### config.mk
export PLATFORM = sky130hd
export DESIGN_NAME = fbsc_queue
export DESIGN_NICKNAME = d
export VERILOG_FILES = /design/src/rtl/core/fbsc_pkg.sv /design/src/rtl/core/fbsc_queue.sv
export SDC_FILE = /design/constraint.sdc
export NUM_CORES = 1
export LEC_CHECK = 0
export ABC_AREA = 1
export BUFFER_PORTS_ARGS = -buffer_cell sky130_fd_sc_hd__buf_2
export CAP_MARGIN = 15
export CORE_ASPECT_RATIO = 1.2
export CORE_MARGIN = 10
export CORE_UTILIZATION = 47
export DETAILED_ROUTE_END_ITERATION = 12
export PLACE_DENSITY = 0.87
export SETUP_SLACK_MARGIN = 0.1
export SLEW_MARGIN = 20
export SYNTH_ARGS = -nofsm -noshare
export SYNTH_HDL_FRONTEND = slang
export SYNTH_SLANG_ARGS = --single-unit
### constraint.sdc
create_clock -name clk -period 9 [get_ports clk]
set_input_delay 0.45 -clock clk [delete_from_list [all_inputs] [get_ports clk]]
set_output_delay 0.45 -clock clk [all_outputs]
set_load 0.05 [all_outputs]
### src/rtl/core/fbsc_pkg.sv
// shared types and constants for the frustum box sphere surface cull core
package fbsc_pkg;

  localparam int COORD_W         = 24;
  localparam int NORMAL_W        = 18;
  localparam int PROD_W          = NORMAL_W + COORD_W;
  localparam int DOT_W           = PROD_W + 2;
  localparam int THR_W           = COORD_W + 1;
  localparam int Q_SHIFT         = 16;
  localparam int FRUSTUM_PLANES  = 4;
  localparam int SURF_SLOT       = FRUSTUM_PLANES;
  localparam int NUM_SLOTS       = FRUSTUM_PLANES + 1;
  localparam int AXIS_COUNT      = 3;
  localparam int BACKFACE_MARGIN = 3;
  localparam int SLOT_W          = 3;
  localparam int MASK_W          = 4;
  localparam int CODE_W          = 3;
  localparam int QUEUE_DEPTH     = 2;
  localparam int QPTR_W          = 1;
  localparam int QCNT_W          = 2;
  localparam int CFG_ADDR_W      = 4;
  localparam int CFG_DATA_W      = 32;

  typedef enum logic [1:0] {
    OP_LOAD   = 2'd0,
    OP_BOX    = 2'd1,
    OP_SPHERE = 2'd2,
    OP_SURF   = 2'd3
  } op_t;

  typedef enum logic [1:0] {
    REG_CULL_DISABLE = 2'd0,
    REG_EYE_X        = 2'd1,
    REG_EYE_Y        = 2'd2,
    REG_EYE_Z        = 2'd3
  } reg_idx_t;

  // what the back end has to do with a transaction
  typedef enum logic [2:0] {
    K_LOAD,
    K_PASS,
    K_BOX,
    K_SPHERE,
    K_SURF
  } kind_t;

  typedef struct packed {
    logic signed [COORD_W-1:0] x;
    logic signed [COORD_W-1:0] y;
    logic signed [COORD_W-1:0] z;
  } coord3_t;

  typedef struct packed {
    kind_t                     kind;
    logic [SLOT_W-1:0]         slot;
    logic [MASK_W-1:0]         mask;
    logic [CODE_W-1:0]         code;
    logic                      back;
    coord3_t                   a;
    coord3_t                   b;
    logic signed [COORD_W-1:0] scalar;
  } item_t;

  typedef struct packed {
    kind_t             kind;
    logic [MASK_W-1:0] mask;
    logic              back;
  } ctl_t;

  typedef struct packed {
    logic    cull_disable;
    coord3_t eye;
  } cfg_t;

endpackage

### src/rtl/core/fbsc_queue.sv
// short queue between the front end and the back end
module fbsc_queue import fbsc_pkg::*; (
  input  logic  clk,
  input  logic  rst_n,
  input  logic  push,
  input  item_t push_item,
  output logic  full,
  input  logic  pop,
  output logic  q_valid,
  output item_t head_item
);

  item_t             mem_r [QUEUE_DEPTH];
  logic [QPTR_W-1:0] wr_ptr_r, wr_ptr_nxt;
  logic [QPTR_W-1:0] rd_ptr_r, rd_ptr_nxt;
  logic [QCNT_W-1:0] count_r, count_nxt;

  assign full      = count_r == QCNT_W'(QUEUE_DEPTH);
  assign q_valid   = count_r != '0;
  assign head_item = mem_r[rd_ptr_r];

  always_comb begin
    wr_ptr_nxt = push ? wr_ptr_r + 1'b1 : wr_ptr_r;
    rd_ptr_nxt = pop ? rd_ptr_r + 1'b1 : rd_ptr_r;
    count_nxt  = count_r + QCNT_W'(push) - QCNT_W'(pop);
  end

  always_ff @(posedge clk) begin
    if (!rst_n) begin
      wr_ptr_r <= '0;
      rd_ptr_r <= '0;
      count_r  <= '0;
    end else begin
      wr_ptr_r <= wr_ptr_nxt;
      rd_ptr_r <= rd_ptr_nxt;
      count_r  <= count_nxt;
    end
  end

  always_ff @(posedge clk) begin
    if (push) begin
      mem_r[wr_ptr_r] <= push_item;
    end
  end

endmodule

==> Yosys cells after proc, flatten, opt, wreduce, memory -nomap -nowiden <==
Memory sizes are Yosys's and may differ from the RTL's. A register that Yosys moved wholly into a read port is not among the register bits.
Cells that the tools add are included.
{ "totals": {"reg_bits": 4, "mem_bits_rw": 364, "inputBits": 186, "out_inout_bits": 184, "word_cells": 14, "n_memories": 1} }
{ "classes": {"add_sub_neg": 4, "n_eq_ne": 1, "mux": 4, "reduce_logical": 1} }
{ "memory_table": {"columns": ["name", "words", "width", "rd", "rd_ports_with_merged_regs", "write_ports", "line_no", "rtl"], "rows": [
  ["mem_r", 2, 182, 1, 1, 1, "fbsc_queue.sv:13", "item_t mem_r [QUEUE_DEPTH];"]
]} }
{ "ops": {"columns": ["op", "count"], "rows": [
  ["two-way mux 1 bit", 4],
  ["adder 1 bit (second input constant)", 2],
  ["adder 2 x 1 -> 2 bit", 1],
  ["== test 2 bit (second input constant)", 1],
  ["nonzero test 2 bit", 1],
  ["subtractor 2 x 1 -> 2 bit", 1]
]} }

==> Depth between registers and ports, before layout <==
{ "logic_depth": {"depth_word": 3, "ltp_mapped": 9, "depth_no_buf": 9} }

==> Worst setup path before layout <==
No wires, ideal clock.
{ "synth_timing": {"path_kind": "input -> register", "startpoint": "input port push", "endpoint": "memory mem_r[0][0] (netlist bit), enable pin", "setup_ns": 0.732, "arrival_time_ns": 8.097, "required_ns": 8.268, "slack_ns": 0.172, "path_stages": 2, "path_buffers": 0, "cell_sequence": "inv_1 > nor2_1"} }
{ "synth_via": {"elab_chain_len": 2} }
{ "synth_rtl": {"columns": ["item", "line_no", "rtl"], "rows": [
  ["start: declaration", "fbsc_queue.sv:5", "input logic push,"],
  ["two-way mux 1 bit", "fbsc_queue.sv:41", "if (push) begin"],
  ["two-way mux 1 bit (implied by the code)", "fbsc_queue.sv:42", "mem_r[wr_ptr_r] <= push_item;"],
  ["end: declaration", "fbsc_queue.sv:13", null]
]} }
No other way between the ends.

==> impl_metrics.json <==
{
  "path_max_fanout": 69,
  "worstPathArrival_ns": 2.80,
  "crit_required_ns": 8.55,
  "synth_area_per_cell_um2": 22.5,
  "hold_path_class": "in -> reg",
  "status": "finished, final reports clean",
  "place_congestion": 0.773,
  "cts_buffer_depth": 3,
  "seqPwrFrac": 0.511,
  "synth_top_family_by_area": "multiplexers",
  "ant_nets": 0,
  "place_inst": 1333,
  "hpwl_um": 20500,
  "clkTransAtPathRegs_ns": 0.06,
  "die_h_um": 205,
  "whs_path_depth": 1,
  "cts.sinks": 369,
  "hold_viol": 0,
  "final_common_cell": "buf_2",
  "cts_setup_buffers": 0,
  "dr.pass1.iters": 7,
  "rr_worst_depth": 3,
  "grt_max_degree": 109,
  "viasPerCell": 4.95,
  "ios": 370,
  "stdcell_count": 1401,
  "rrSetupSlack_ns": 6.36,
  "synth_cells": 599,
  "critPathCaptureType": "output port",
  "peakVddDrop_v": 0.000158,
  "ctsResizeCount": 0,
  "drt_iter0_markers": 472,
  "start_util": 0.480,
  "grt_usage": 0.153,
  "power_switching_mw": 1.02,
  "vias": 6936,
  "grt_pass1_wl_um": 42800,
  "syn_area_um2": 13500,
  "area_delta_synth_final_pct": 23.8,
  "finalSetupTns_ns": 0,
  "yosysTopAreaCell": "edfxtp_1",
  "overflow": 0,
  "wl_per_cell_um": 20.7,
  "grt_pass1_vias": 7497,
  "synth-adder-area-share": 0.00186,
  "core_um2": 28100,
  "syn_nets": 787,
  "synth_top_area_frac": 0.811,
  "cts_tree": "yes",
  "numCtsBuffers": 36,
  "synthTopCellsByArea": "edfxtp_1, mux2_2, clkbuf_8",
  "ctsHoldBuffers": 0,
  "muxShareOfSynthArea": 0.152,
  "pwr_density_cell_nw_per_um2": 237,
  "critPathLaunchType": "register",
  "setup_violations": 0,
  "swShare": 0.259,
  "filler_cell_count": 2026,
  "routed_wirelength_um": 29000,
  "relSlewSlack": 0.315,
  "p_comb_frac": 0.145,
  "fp-row-count": 67,
  "synth_xor_area_frac": 0,
  "drc_errors": 0,
  "p_int_mw": 2.93,
  "place_area_um2": 15600,
  "fin_crit_sh": 0.361,
  "antenna_found_initial": 5,
  "nets": 1180,
  "h-tree-depth": 2,
  "tightest_slew_ns": 1.03,
  "io_buffers": 369,
  "synth_simple_gate_area_frac": 0.00511,
  "ys_warn_count": 0,
  "stdcell_area_um2": 16700,
  "drive_gt1_frac": 0.599,
  "p_leak_nw": 6.25,
  "synth_seq_cells": 369,
  "layout_common_cells": "buf_2, edfxtp_1, mux2_2",
  "rsz0062_at_grt": "false",
  "ys_types": 11,
  "period_needed_ns": 3.25,
  "maxCapViolations": 0,
  "crit_type": "reg -> out",
  "clk-insertion-delay-late_ns": 0.51,
  "ys_seq_area_frac": 0.819,
  "cts-root-buf": "clkbuf_16",
  "fin_skew_ns": 0.0179,
  "p_clk_frac": 0.345,
  "slew_viol_final": 0,
  "fmax_ghz": 0.308,
  "die_area_um2": 35900,
  "fp.dieW_um": 175,
  "synth_compound_area_frac": 0.000371
}
final timing paths:
| kind | to | startpoint |
|---|---|---|
| max reg2reg | mem_r[1][97] | wr_ptr_r |
| min reg2reg | register | rd_ptr_r |
| max | head_item[163] | register |
| min | mem_r[1][6] | push_item[6] |
worst max-delay path, cell delays in order, from the launching register on:
cell,delay [ns]
dfxtp_4,0.76
buf_4,0.81
mux2_2,0.44
buf_2,0.22
stage by stage:
stage                     utilization  setup slack [ns]  hold WS (ns)  total power [mW]
after detailed placement        0.555              6.15         0.484              2.63
after CTS                       0.593              5.69         0.104              4.00
after global placement          0.555              6.19         0.475              2.62
after global routing            0.594              5.59         0.103              4.09
after floorplan                     -             0.172         0.463              2.49
final                           0.594              5.75         0.126              3.95
sequential cells by signal (all words and copies together) (netlist names), named ones only:
name / flops
wr_ptr_r: 1
mem_r: 364
rd_ptr_r: 1
count_r: 2
cell usage after synthesis:
master and instances:
nand3_1 1, mux2_2 182, nor2_1 8, ha_1 2
a21oi_1 1, inv_1 7, clkbuf_8 17, dfxtp_1 5
nand2_1 9, buf_6 3, edfxtp_1 364
cells by family after synthesis:
family / after synthesis
AOI/OAI and AO/OA: 1
and+or+nand+nor: 18
muxes: 182
buffers and inverters: 27
adders and majority gates: 2
DFF: 369
metal layers:
layer | share of wire | wire, µm | track usage | up-vias
met5 | 0 | 0 | 0 | -
met4 | 0.038 | 1120 | 0.0688 | 0
met3 | 0.078 | 2280 | 0.0462 | 59
met2 | 0.54 | 15500 | 0.279 | 295
met1 | 0.35 | 10100 | 0.161 | 3409
li1 | - | - | - | 3173
area by class of cell:
| cell class | instances | area, µm² | share of cell area |
|---|---|---|---|
| diodes | 5 | 12.5 | 0.000750 |
| clock buffers | 44 | 952 | 0.0571 |
| clock inverters | 19 | 125 | 0.00750 |
| inverters | 7 | 31.3 | 0.00188 |
| multi-input cells | 203 | 2160 | 0.129 |
| flip-flops and latches | 369 | 11000 | 0.662 |
| well taps | 379 | 474 | 0.0284 |
| repair buffers | 375 | 1890 | 0.113 |
power groups by stage:
stage	Combinational (mW)	Sequential (mW)	Clock, mW
floorplan	0.434	2.06	0
detailed placement	0.577	2.06	0
global route	0.601	2.03	1.46
global placement	0.568	2.05	0
CTS	0.579	2.02	1.40
finish	0.572	2.02	1.36
Power figures use the tool's default switching activity.
